## config.mk

```make
export PLATFORM = sky130hd
export DESIGN_NAME = adts_frame_sync_core
export DESIGN_NICKNAME = d
export VERILOG_FILES = /design/src/rtl/afs_pkg.sv /design/src/rtl/afs_in_stage.sv /design/src/rtl/afs_parser.sv /design/src/rtl/afs_out_stage.sv /design/src/rtl/adts_frame_sync_core.sv
export SDC_FILE = /design/constraint.sdc
export NUM_CORES = 1
export LEC_CHECK = 0
export ABC_AREA = 1
export BUFFER_PORTS_ARGS = -buffer_cell sky130_fd_sc_hd__buf_2
export CORE_UTILIZATION = 45
export CTS_CLUSTER_DIAMETER = 30
export DETAILED_ROUTE_END_ITERATION = 8
export GPL_TIMING_DRIVEN = 0
export HOLD_SLACK_MARGIN = 0.05
export SKIP_LAST_GASP = 1
export SLEW_MARGIN = 20
export SYNTH_ARGS = -nofsm -noshare
export SYNTH_HDL_FRONTEND = slang
export SYNTH_SLANG_ARGS = --single-unit
```

## constraint.sdc

```tcl
create_clock -name clk -period 9.5 [get_ports clk]
set_input_delay 1.9 -clock clk [delete_from_list [all_inputs] [get_ports clk]]
set_output_delay 1.9 -clock clk [all_outputs]
set_load 0.02 [all_outputs]
```

## src/rtl/afs_pkg.sv

```systemverilog
`timescale 1ns / 1ps
// ----------------------------------------------------------------------------
// afs_pkg
// Shared types, constants and rate tables for the ADTS frame sync block.
// ----------------------------------------------------------------------------
package afs_pkg;

  localparam int OFFSET_BITS = 16;
  localparam logic [OFFSET_BITS-1:0] OFFSET_MAX = {OFFSET_BITS{1'b1}};

  localparam int HDR_BITS  = 56;
  localparam int FLEN_LSB  = 13;
  localparam int CHCFG_LSB = 30;
  localparam int IDX_LSB   = 34;
  localparam int PABS_BIT  = 40;

  localparam logic [12:0] HDR_LEN_NOCRC = 13'd7;
  localparam logic [12:0] HDR_LEN_CRC   = 13'd9;
  localparam logic [12:0] SYNC_BYTES    = 13'd2;
  localparam logic [7:0]  BYTE_FF       = 8'hFF;
  localparam logic [3:0]  SYNC_NIBBLE   = 4'hF;

  typedef struct packed {
    logic [7:0]  es_byte;
    logic        unit_start;
    logic        stamp_valid;
    logic [62:0] stamp_value;
  } afs_in_t;

  typedef struct packed {
    logic [12:0] frame_length;
    logic [2:0]  channel_config;
    logic [3:0]  rate_index;
    logic [16:0] sample_rate_hz;
    logic [13:0] frame_ticks;
    logic [62:0] frame_stamp;
    logic        has_crc;
    logic [15:0] frame_offset;
  } afs_out_t;

  function automatic logic [16:0] rate_hz(input logic [3:0] idx);
    logic [16:0] r;
    case (idx)
      4'd0:    r = 17'd96000;
      4'd1:    r = 17'd88200;
      4'd2:    r = 17'd64000;
      4'd3:    r = 17'd48000;
      4'd4:    r = 17'd44100;
      4'd5:    r = 17'd32000;
      4'd6:    r = 17'd24000;
      4'd7:    r = 17'd22050;
      4'd8:    r = 17'd16000;
      4'd9:    r = 17'd12000;
      4'd10:   r = 17'd11025;
      4'd11:   r = 17'd8000;
      4'd12:   r = 17'd7350;
      default: r = 17'd0;
    endcase
    return r;
  endfunction

  // Duration of 1024 samples in 90 kHz ticks, rounded down.
  function automatic logic [13:0] rate_ticks(input logic [3:0] idx);
    logic [13:0] t;
    case (idx)
      4'd0:    t = 14'd960;
      4'd1:    t = 14'd1044;
      4'd2:    t = 14'd1440;
      4'd3:    t = 14'd1920;
      4'd4:    t = 14'd2089;
      4'd5:    t = 14'd2880;
      4'd6:    t = 14'd3840;
      4'd7:    t = 14'd4179;
      4'd8:    t = 14'd5760;
      4'd9:    t = 14'd7680;
      4'd10:   t = 14'd8359;
      4'd11:   t = 14'd11520;
      4'd12:   t = 14'd12538;
      default: t = 14'd0;
    endcase
    return t;
  endfunction

endpackage

```

## src/rtl/afs_in_stage.sv

```systemverilog
`timescale 1ns / 1ps
// ----------------------------------------------------------------------------
// afs_in_stage
// Input register that holds one stream byte until the parser consumes it.
// ----------------------------------------------------------------------------
module afs_in_stage (
  input  logic             clk,
  input  logic             rst_n,
  input  logic             in_valid,
  output logic             in_stall,
  input  afs_pkg::afs_in_t in_data,
  input  logic             adv,
  output logic             item_vld,
  output afs_pkg::afs_in_t item
);
  import afs_pkg::*;

  logic    vld_r;
  logic    vld_nxt;
  afs_in_t item_r;

  assign in_stall = vld_r && !adv;
  assign vld_nxt  = in_stall ? vld_r : in_valid;
  assign item_vld = vld_r;
  assign item     = item_r;

  always_ff @(posedge clk) begin
    if (!rst_n) begin
      vld_r <= 1'b0;
    end else begin
      vld_r <= vld_nxt;
    end
  end

  always_ff @(posedge clk) begin
    if (!in_stall && in_valid) begin
      item_r <= in_data;
    end
  end

endmodule

```

## src/rtl/afs_parser.sv

```systemverilog
`timescale 1ns / 1ps
// ----------------------------------------------------------------------------
// afs_parser
// Sync search, header capture, frame byte count and timestamp update.
// ----------------------------------------------------------------------------
module afs_parser (
  input  logic              clk,
  input  logic              rst_n,
  input  logic              proc_en,
  input  afs_pkg::afs_in_t  item,
  output logic              res_vld,
  output afs_pkg::afs_out_t res
);
  import afs_pkg::*;

  typedef enum logic [2:0] {
    PH_SEARCH = 3'b001,
    PH_HEADER = 3'b010,
    PH_BODY   = 3'b100
  } phase_t;

  logic                   started_r, started_nxt;
  phase_t                 phase_r, phase_nxt;
  logic                   prev_ff_r, prev_ff_nxt;
  logic [HDR_BITS-1:0]    hdr_r, hdr_nxt;
  logic [12:0]            bif_r, bif_nxt;
  logic [13:0]            dur_r, dur_nxt;
  logic [62:0]            stamp_r, stamp_nxt;
  logic [OFFSET_BITS-1:0] ucount_r, ucount_nxt;
  logic [OFFSET_BITS-1:0] sync_off_r, sync_off_nxt;

  logic [OFFSET_BITS-1:0] here;
  logic [12:0]            flen;
  logic [12:0]            hlen;
  logic [3:0]             idx;
  logic [16:0]            rate;
  logic                   body_chk;

  always_comb begin
    started_nxt  = started_r;
    phase_nxt    = phase_r;
    prev_ff_nxt  = prev_ff_r;
    hdr_nxt      = hdr_r;
    bif_nxt      = bif_r;
    dur_nxt      = dur_r;
    stamp_nxt    = stamp_r;
    ucount_nxt   = ucount_r;
    sync_off_nxt = sync_off_r;
    res_vld      = 1'b0;
    res          = '0;
    here         = ucount_r;
    flen         = hdr_r[FLEN_LSB +: 13];
    hlen         = HDR_LEN_CRC;
    idx          = hdr_r[IDX_LSB +: 4];
    rate         = '0;
    body_chk     = 1'b0;

    if (proc_en) begin
      if (item.unit_start) begin
        started_nxt = 1'b1;
        phase_nxt   = PH_SEARCH;
        prev_ff_nxt = 1'b0;
        hdr_nxt     = '0;
        bif_nxt     = '0;
        ucount_nxt  = '0;
        if (item.stamp_valid) begin
          stamp_nxt = item.stamp_value;
        end
      end

      if (started_nxt) begin
        here = ucount_nxt;
        if (ucount_nxt != OFFSET_MAX) begin
          ucount_nxt = ucount_nxt + 1'b1;
        end

        case (phase_nxt)
          PH_HEADER, PH_BODY: begin
            bif_nxt  = bif_nxt + 13'd1;
            body_chk = 1'b1;
            if (phase_nxt == PH_HEADER) begin
              hdr_nxt = {hdr_nxt[HDR_BITS-9:0], item.es_byte};
              flen    = hdr_nxt[FLEN_LSB +: 13];
              hlen    = hdr_nxt[PABS_BIT] ? HDR_LEN_NOCRC : HDR_LEN_CRC;
              if (bif_nxt < HDR_LEN_NOCRC) begin
                body_chk = 1'b0;
              end else if (flen < hlen) begin
                // A length shorter than the header drops it and resumes the search.
                phase_nxt   = PH_SEARCH;
                prev_ff_nxt = 1'b0;
                bif_nxt     = '0;
                body_chk    = 1'b0;
              end else begin
                phase_nxt = PH_BODY;
              end
            end
            flen = hdr_nxt[FLEN_LSB +: 13];
            idx  = hdr_nxt[IDX_LSB +: 4];
            if (body_chk && (bif_nxt >= flen)) begin
              rate = rate_hz(idx);
              if (rate != 17'd0) begin
                dur_nxt = rate_ticks(idx);
              end
              res.frame_length   = flen;
              res.channel_config = hdr_nxt[CHCFG_LSB +: 3];
              res.rate_index     = idx;
              res.sample_rate_hz = rate;
              res.frame_ticks    = dur_nxt;
              res.frame_stamp    = stamp_nxt;
              res.has_crc        = !hdr_nxt[PABS_BIT];
              res.frame_offset   = 16'(sync_off_r);
              res_vld            = 1'b1;
              stamp_nxt          = stamp_nxt + 63'(dur_nxt);
              phase_nxt          = PH_SEARCH;
              prev_ff_nxt        = 1'b0;
              bif_nxt            = '0;
            end
          end
          default: begin
            phase_nxt = PH_SEARCH;
            if (prev_ff_nxt && (item.es_byte[7:4] == SYNC_NIBBLE)) begin
              hdr_nxt     = {{(HDR_BITS-16){1'b0}}, BYTE_FF, item.es_byte};
              bif_nxt     = SYNC_BYTES;
              phase_nxt   = PH_HEADER;
              prev_ff_nxt = 1'b0;
            end else begin
              prev_ff_nxt = (item.es_byte == BYTE_FF);
              if (prev_ff_nxt) begin
                sync_off_nxt = here;
              end
            end
          end
        endcase
      end
    end
  end

  always_ff @(posedge clk) begin
    if (!rst_n) begin
      started_r  <= 1'b0;
      phase_r    <= PH_SEARCH;
      prev_ff_r  <= 1'b0;
      hdr_r      <= '0;
      bif_r      <= '0;
      dur_r      <= '0;
      stamp_r    <= '0;
      ucount_r   <= '0;
      sync_off_r <= '0;
    end else begin
      started_r  <= started_nxt;
      phase_r    <= phase_nxt;
      prev_ff_r  <= prev_ff_nxt;
      hdr_r      <= hdr_nxt;
      bif_r      <= bif_nxt;
      dur_r      <= dur_nxt;
      stamp_r    <= stamp_nxt;
      ucount_r   <= ucount_nxt;
      sync_off_r <= sync_off_nxt;
    end
  end

endmodule

```

## src/rtl/afs_out_stage.sv

```systemverilog
`timescale 1ns / 1ps
// ----------------------------------------------------------------------------
// afs_out_stage
// Result register that holds a frame descriptor until it is taken.
// ----------------------------------------------------------------------------
module afs_out_stage (
  input  logic              clk,
  input  logic              rst_n,
  input  logic              res_vld,
  input  afs_pkg::afs_out_t res,
  output logic              adv,
  output logic              out_valid,
  input  logic              out_stall,
  output afs_pkg::afs_out_t out_data
);
  import afs_pkg::*;

  logic     vld_r;
  logic     vld_nxt;
  afs_out_t data_r;

  assign adv       = !vld_r || !out_stall;
  assign vld_nxt   = adv ? res_vld : vld_r;
  assign out_valid = vld_r;
  assign out_data  = data_r;

  always_ff @(posedge clk) begin
    if (!rst_n) begin
      vld_r <= 1'b0;
    end else begin
      vld_r <= vld_nxt;
    end
  end

  always_ff @(posedge clk) begin
    if (adv && res_vld) begin
      data_r <= res;
    end
  end

endmodule

```

## src/rtl/adts_frame_sync_core.sv

```systemverilog
`timescale 1ns / 1ps
// Path: a frame's last byte passes from the input register through the parser into the result register.
// Throughput: one stream byte per cycle, set by the single-pass parser update between
// the input register and the result register; a stalled result holds the input register.
// Reset: synchronous active-low rst_n clears the parser state and both valid flags at once.
// ----------------------------------------------------------------------------
// adts_frame_sync_core
// ADTS frame header parser and framer producing one descriptor per frame.
// ----------------------------------------------------------------------------
module adts_frame_sync_core (
  input  logic              clk,
  input  logic              rst_n,
  input  logic              in_valid,
  output logic              in_stall,
  input  afs_pkg::afs_in_t  in_data,
  output logic              out_valid,
  input  logic              out_stall,
  output afs_pkg::afs_out_t out_data
);
  import afs_pkg::*;

  logic     adv;
  logic     item_vld;
  afs_in_t  item;
  logic     res_vld;
  afs_out_t res;

  afs_in_stage u_in_stage (
    .clk      (clk),
    .rst_n    (rst_n),
    .in_valid (in_valid),
    .in_stall (in_stall),
    .in_data  (in_data),
    .adv      (adv),
    .item_vld (item_vld),
    .item     (item)
  );

  afs_parser u_parser (
    .clk     (clk),
    .rst_n   (rst_n),
    .proc_en (item_vld && adv),
    .item    (item),
    .res_vld (res_vld),
    .res     (res)
  );

  afs_out_stage u_out_stage (
    .clk       (clk),
    .rst_n     (rst_n),
    .res_vld   (res_vld),
    .res       (res),
    .adv       (adv),
    .out_valid (out_valid),
    .out_stall (out_stall),
    .out_data  (out_data)
  );

endmodule

```

==> metrics.md, run 1 <==
| Metric | Value |
|---|---|
| Total of endpoints with negative setup slack in the final report | 0 |
| TritonCTS clock tree | yes |
| Mapped Nets | 2,519 |
| Most instantiated cells after synthesis | sky130_fd_sc_hd__nand2_1, sky130_fd_sc_hd__inv_1, sky130_fd_sc_hd__nor2_1 |
| Post-route total power | 5.217 mW |
| Die height | 208.5 um |
| Area share of the leading cell type in the synthesized netlist | 31.94% |
| Die outline area | 43,450 um^2 |
| Biggest area consumer among synthesized cells | sky130_fd_sc_hd__edfxtp_1 |
| Register-to-register path setup slack | 2.75 ns |
| Clock latency at the later pin of the worst-skew pair | 0.62 ns |
| Number of buffer cells added on primary ports | 209 |
| Biggest cell delay along the critical path | 0.56 ns |
| Static leakage | 9.938 nW |
| Critical Path AT | 7.01 ns |
| Via count | 17.91k |
| Most frequent cell after synthesis | sky130_fd_sc_hd__nand2_1 |
| Pin count of the biggest net entering global routing | 79 |
| Diode insertion count for antenna repair | 0 |
| Sum of negative setup slack | 0 ns |
| CP Launch Point | u_in_stage.item[64] |
| Highest clock frequency the design can meet | 0.1482 GHz |
| Initial Utilization | 45.73% |
| CP Data Required Time | 9.76 ns |
| Clock net sink count | 371 |
| Row Count | 75 |
| Overflow left after global routing | 0 |
| Count of routing violations after the opening detailed-route iteration | 1,463 |
| Worst setup path category | reg -> reg |
| Hold path start | u_parser.ucount_r[1] |
| Net switching power | 1.387 mW |
| Cell area after synthesis | 19,180 um^2 |
| Post-detail-place hpwl | 46,700 um |
| Normalized max-slew margin | 36.15% |
| PnR worst setup slack | 2.754 ns |
| Crit start category | flop |
| Slew at the pin with the worst max-slew slack | 0.9578 ns |
| Count of max-cap constraint violations | 0 |
| Count of pins on the block boundary | 210 |
| Overall track demand over capacity in global routing | 28.82% |
| Total count of hold-check failures in the final report | 0 |
| Dominant cell type by count on the critical path | sky130_fd_sc_hd__nand2_1 |
| Number of gates resized after CTS | 0 |
| Worst-path maximum fanout | 78 |
| Share of the cycle needed by the critical path after routing | 71.01% |
| Post-synthesis register bit count | 371 |
| Post-CTS repair timing setup buffer count | 0 |
| Initial antenna violation count | 0 |
| Share of power burned in combinational logic | 8.6% |
| Number of instances in the synthesized netlist | 2,405 |
| Die Wd | 208.5 um |
| Clock root buffer | sky130_fd_sc_hd__clkbuf_16 |
| Fraction of final layout cells with drive strength greater than 1 | 17.73% |
| Number of enable flip-flop cells after synthesis | 204 |
| Post-placement setup slack | 2.851 ns |
| Buf/Inv on CP | 8 |
| Seq/Total Area, Yosys | 49.37% |
| Sequential Power Share | 34.0% |
| Utilization after layout | 57.13% |
| GP Congestion | 0.9466 |
| Number of different library cells in the post-synthesis netlist | 56 |
| CTS Buffer Depth | 3 |
| Top area cells in the synthesized netlist | sky130_fd_sc_hd__edfxtp_1, sky130_fd_sc_hd__dfxtp_1, sky130_fd_sc_hd__nand2_1, sky130_fd_sc_hd__inv_1, sky130_fd_sc_hd__nor2_1 |
| Number of synthesis warnings | 0 |
| Top FF cell, synth | sky130_fd_sc_hd__edfxtp_1 |
| CTS hold repair buffers | 0 |
| Hold/Removal Path Class | reg -> reg |
| Core area | 41,950 um^2 |
| Switching part of the total | 26.59% |
| Detailed-route wire length | 62,870 um |
| Total number of H-tree levels | 3 |
| Clk network pwr share | 57.4% |
| Outcome | finished clean |
| Number of nets in the layout | 2,819 |
| CP max-delay cell | sky130_fd_sc_hd__clkbuf_1 |
| Average detailed-routed wire length per instance | 18.94 um |
| Vias per std cell | 5.396 |
| Total power density per cell area | 217.7 nW/um^2 |
| Crit path max-delay family | buffers and inverters |
| Shortest clock period the worst path allows after layout | 6.746 ns |
| Number of global-route vias before repair | 17.36k |
| Setup repair after global routing missed its margin | false |
| Nature of the critical path endpoint | flop |
| Final ANT Viol Nets | 0 |
| Share of async-settable or async-resettable flops after synthesis | 0% |
| Total clock buffers created by CTS | 87 |
| Wire length of the first global-routing pass | 96,660 um |
| Post-Syn Area per Cell | 7.975 um^2 |
| Final Slew Violations | 0 |
| Worst Clk Skew | 0.02677 ns |
| Total internal power | 3.830 mW |
| Peak supply drop | 0.1451 mV |
| Clock transition at the register clock pins on the worst setup and hold paths after CTS | 0.05 ns |
| Final routed DRC violation total | 0 |
| First-pass iteration count of the detailed router | 6 |
| Start of the worst register-to-register path | u_in_stage.item[64] |
| Signed area change from the synthesized netlist to the final layout | 24.94% |
[final cells by class]
cell class,instances,area (um^2)
Multi-Input combinational cell,1561,7737
Clock buffer,97,2266
Timing Repair Buffer,211,1094
Fill cell,3897,17980
Buffer,108,609.3
Sequential cell,371,9469
Inverter,365,1378
Tap cell,539,674.4
Clock inverter,67,737.0
[tightest hold or removal path: stages, from the launching register on]
cell and delay [ns]:
sky130_fd_sc_hd__dfxtp_1 0.30, sky130_fd_sc_hd__nand2_1 0.06, sky130_fd_sc_hd__a21oi_1 0.05
[layer usage]
layer	vias to the layer above	GRT usage [%]	part of all wire (%)
met5	-	0	0
met4	0	11.95	3.3
met3	146	4.332	6.4
met2	706	45.30	45
met1	8389	39.64	46
li1	8667	-	-
[per-stage QoR]
stage          hold WS (ns)  cells  cell area [um^2]
2_1_floorplan        0.4374   2405             19180
3_3_place_gp         0.4481   3153             20900
3_5_place_dp         0.4530   3155             20960
4_1_cts              0.4608   3319             23960
5_1_grt              0.4818   3319             23960
6_report             0.4624   3319             23960
[state kept, by name, indices dropped and copies added, names as in the netlist, 3 cells and up]
signal and count:
u_in_stage.item 73, u_out_stage.out_data 131, u_parser.bif_r 13, u_parser.dur_r 14, u_parser.hdr_r 38, u_parser.phase_r 3, u_parser.stamp_r 63, u_parser.sync_off_r 16
u_parser.ucount_r 16
[cells by family after synthesis]
family,share of synthesized area (%)
XOR/XNOR,0.8220
AO/OA/AOI/OAI,13.33
multiplexers,0.1566
flip-flops,49.37
AND/OR/NAND/NOR,23.57
adder cells (fa/ha/maj),2.453
buffers and inverters,10.29
[path summary, 6_finish.rpt]
check | cells after the start | endpoint
min reg2reg | 2 | u_parser.ucount_r[1]
max reg2reg | 28 | u_out_stage.out_data[55]
min | 2 | u_parser.ucount_r[1]
max | 28 | u_out_stage.out_data[55]
[placed cells by master (no fill, tap or decap), drive strengths merged]
master    synthesis  final
bufinv            0      7
xnor2             9      9
nand2           455    455
o211ai            7      7
nand4            54     54
a21o              4      4
dfxtp           167    167
o21bai            1      1
inv             360    381
or2               6      6
a211oi           23     23
buf              52    263
xor2              9      9
edfxtp          204    204
a21oi           173    173
a31oi            16     16
a221oi            8      8
ha               36     36
o21a              2      2
clkbuf           56    153
nor3             28     28
o2111ai           1      1
a211o             1      1
o21ai           205    205
nand3b            9      9
o22ai            21     21
and3              5      5
nand3           145    145
a21boi            2      2
mux2i             3      3
nor4             13     13
clkinvlp          0     12
fa                1      1
nor2            318    318
clkinv            5     32
nor3b             6      6
[power groups by stage]
stage / logic, mW / registers (mW) / clock network [mW]
global route: 0.499 / 1.78 / 3.12
global placement: 0.435 / 1.80 / 0
detailed placement: 0.440 / 1.80 / 0
floorplan: 0.299 / 1.79 / 0
finish: 0.449 / 1.77 / 3.00
CTS: 0.443 / 1.77 / 3.03
(Power assumes the default switching activity.)
==> run 2, diff against run 1 <==
PLACE_DENSITY = 0.66   (was unset)
clock period = 5.9 ns   (was 9.5 ns; I/O delays follow)
==> run 2 against run 1 <==
  * Worst hold slack better by 0.0017 ns
  * Combinational power increased by 61%
  * Final cell count shrank 0.15%
  * Die area did not move
  * Global-route usage rose by 0.60 points
  * Clock skew is 0.0084 ns higher
  * Highest routed layer unchanged
==> metrics.md, run 2 (synthesized netlist as in run 1, its figures left out) <==
| Metric | Value |
|---|---|
| Pin count of the biggest net entering global routing | 40 (-49%) |
| Count of max-cap constraint violations | 0 (unchanged) |
| Total internal power | 6.125 mW (+60%) |
| Die height | 208.5 um (unchanged) |
| Count of pins on the block boundary | 210 (unchanged) |
| Number of global-route vias before repair | 17.58k (+1.3%) |
| Wire length of the first global-routing pass | 98,300 um (+1.7%) |
| Normalized max-slew margin | 30.03% (-6.1 points) |
| Final routed DRC violation total | 0 (unchanged) |
| First-pass iteration count of the detailed router | 5 (-1) |
| Diode insertion count for antenna repair | 0 (unchanged) |
| Crit start category | flop |
| Shortest clock period the worst path allows after layout | 5.559 ns (-1.187 ns) |
| Biggest cell delay along the critical path | 0.37 ns (-0.19 ns) |
| Outcome | finished clean |
| CTS Buffer Depth | 3 (unchanged) |
| Overflow left after global routing | 0 (unchanged) |
| Start of the worst register-to-register path | u_in_stage.item[64] |
| Overall track demand over capacity in global routing | 29.42% (+0.60 points) |
| Most common cell after layout, fill and taps aside | sky130_fd_sc_hd__nand2_1 |
| Final Slew Violations | 0 (unchanged) |
| Average detailed-routed wire length per instance | 19.39 um (+2.4%) |
| Net switching power | 2.132 mW (+54%) |
| CP Data Required Time | 6.29 ns (-3.47 ns) |
| Share of the cycle needed by the critical path after routing | 94.23% (+23 points) |
| Number of buffer cells added on primary ports | 209 (unchanged) |
| Sequential Power Share | 34.6% (+0.6 points) |
| Critical Path AT | 5.95 ns (-1.06 ns) |
| Row Count | 75 (unchanged) |
| Static leakage | 9.927 nW (-0.11%) |
| Number of nets in the layout | 2,820 (+0.035%) |
| Final ANT Viol Nets | 0 (unchanged) |
| Wire length on met1 | 27,250 um (-4.9%) |
| Die Wd | 208.5 um (unchanged) |
| Initial antenna violation count | 0 (unchanged) |
| Total clock buffers created by CTS | 83 (-4.6%) |
| Sum of negative setup slack | 0 ns (unchanged) |
| Signed area change from the synthesized netlist to the final layout | 25.08% |
| Clock net sink count | 371 (unchanged) |
| Detailed-route wire length | 64,270 um (+2.2%) |
| Hold path start | u_parser.dur_r[7] |
| Final instance area | 23,990 um^2 (+0.12%) |
| Total power density per cell area | 344.1 nW/um^2 (+58%) |
| Area after detailed placement | 20,960 um^2 (unchanged) |
| Count of routing violations after the opening detailed-route iteration | 1,496 (+2.3%) |
| Highest metal layer with signal wires | met4 |
| Non-filler cells, final | 3,314 (-0.15%) |
| Commonest non-fill, non-tap cells in the layout | sky130_fd_sc_hd__nand2_1, sky130_fd_sc_hd__inv_1, sky130_fd_sc_hd__nor2_1 |
| Worst Clk Skew | 0.03519 ns (+0.008424 ns) |
| Register cell area after layout | 9469 um^2 (unchanged) |
| Clock root buffer | sky130_fd_sc_hd__clkbuf_16 |
| Worst setup path category | reg -> reg |
| Total of endpoints with negative setup slack in the final report | 0 (unchanged) |
| Clk network pwr share | 56.6% (-0.8 points) |
| Fraction of final layout cells with drive strength greater than 1 | 17.95% (+0.21 points) |
| Switching part of the total | 25.82% (-0.77 points) |
| TritonCTS clock tree | yes |
| Share of power burned in combinational logic | 8.8% (+0.2 points) |
| Via count | 18.07k (+0.88%) |
| Dominant cell type by count on the critical path | sky130_fd_sc_hd__buf_6 |
| Slew at the pin with the worst max-slew slack | 1.049 ns (+0.09167 ns) |
| Total number of H-tree levels | 3 (unchanged) |
| Clock transition at the register clock pins on the worst setup and hold paths after CTS | 0.05 ns (about the same) |
| CP max-delay cell | sky130_fd_sc_hd__edfxtp_1 |
| Placed cell count | 3,155 (unchanged) |
| Wire length on met2 | 29,330 um (+4.1%) |
| Vias per std cell | 5.451 (+1.0%) |
| Highest clock frequency the design can meet | 0.1799 GHz (+21%) |
| Fill cell count | 3,828 (-1.8%) |
| Total count of hold-check failures in the final report | 0 (unchanged) |
| Register-to-register path setup slack | 0.34 ns (-2.41 ns) |
| Flip-flop count of the largest register after layout | 131 (unchanged) |
| CP Launch Point | u_in_stage.item[64] |
| Nature of the critical path endpoint | flop |
| Hold/Removal Path Class | reg -> reg |
| Area used by multi-input combinational logic | 7785 um^2 (+0.61%) |
| GP Congestion | 0.9608 (+1.5%) |
| Routed met3 length | 5049 um (+26%) |
| Post-detail-place hpwl | 46,880 um (+0.38%) |
| Worst-path maximum fanout | 19 (-76%) |
| Initial Utilization | 45.73% (unchanged) |
| Die outline area | 43,450 um^2 (unchanged) |
| Peak supply drop | 0.2479 mV (+71%) |
| Core area | 41,950 um^2 (unchanged) |
| Utilization after layout | 57.20% (+0.066 points) |
| Setup repair after global routing missed its margin | false |
| Clock latency at the later pin of the worst-skew pair | 0.62 ns (about the same) |
==> run 2: cell types whose count changed in the layout (fill, tap and decap cells not counted), moves of 3 or more <==
| cell | previous run | this run |
|---|---|---|
| sky130_fd_sc_hd__clkinv_2 | 11 | 7 |
| sky130_fd_sc_hd__buf_4 | 8 | 12 |
| sky130_fd_sc_hd__clkbuf_16 | 88 | 83 |
| sky130_fd_sc_hd__inv_8 | 7 | 0 |
| sky130_fd_sc_hd__bufinv_16 | 7 | 10 |
| sky130_fd_sc_hd__a21oi_1 | 172 | 169 |
| sky130_fd_sc_hd__inv_6 | 13 | 18 |
==> run 2: final timing paths <==
kind                                                  to  cells past startpoint
worst max-delay path            u_out_stage.out_data[36]                     28
worst min-delay path                   u_parser.dur_r[7]                      2
worst max register to register  u_out_stage.out_data[36]                     28
worst min register to register         u_parser.dur_r[7]                      2
==> run 2: metal layers <==
layer | track usage [%] | vias to the layer above
li1 | - | 8632
met1 | 38.55 | 8467
met2 | 47.51 | 793
met3 | 4.845 | 174
met4 | 13.74 | 0
met5 | 0 | -
==> run 2: critical path: cells and delay by family, from the launching register on <==
family | cells | cell delay [ns]
compound gates | 1 | 0.29
fa+ha+maj | 2 | 0.48
buf+inv | 9 | 1.50
flops | 1 | 0.37
simple gates | 16 | 2.69
==> run 2: through the flow <==
step / power, mW / hold slack (ns) / setup slack [ns]
2_1_floorplan: 3.364 / 0.4374 / 0.6162
3_3_place_gp: 3.601 / 0.4472 / -1.509
3_5_place_dp: 3.607 / 0.4527 / -0.9346
4_1_cts: 8.287 / 0.4630 / 0.02123
5_1_grt: 8.513 / 0.4755 / 0.02564
6_report: 8.257 / 0.4640 / 0.3407
==> run 2: final cells by class <==
class / count / share of cell area (%)
repair buffers: 218 / 5.069
flip-flops and latches: 371 / 39.47
clock inverters: 60 / 2.879
well taps: 539 / 2.811
multi-input cells: 1561 / 32.45
plain buffers: 106 / 2.581
inverters: 365 / 5.747
clock buffers: 94 / 8.996
==> run 2: timing repair <==
action	CTS	global route
hold buffers	0	0
pin swaps	1	2
endpoints found under the setup margin	328	335
cloned	3	0
gates resized for setup	10	10
setup buffers	2	2
==> run 2: power by group through the flow <==
stage                     Combinational [mW]  Clock, mW  Sequential, mW
after detailed placement               0.705          0            2.90
after CTS                              0.711       4.72            2.85
after global routing                   0.802       4.85            2.86
final                                  0.725       4.68            2.86
after floorplan                        0.481          0            2.88
after global placement                 0.699          0            2.90
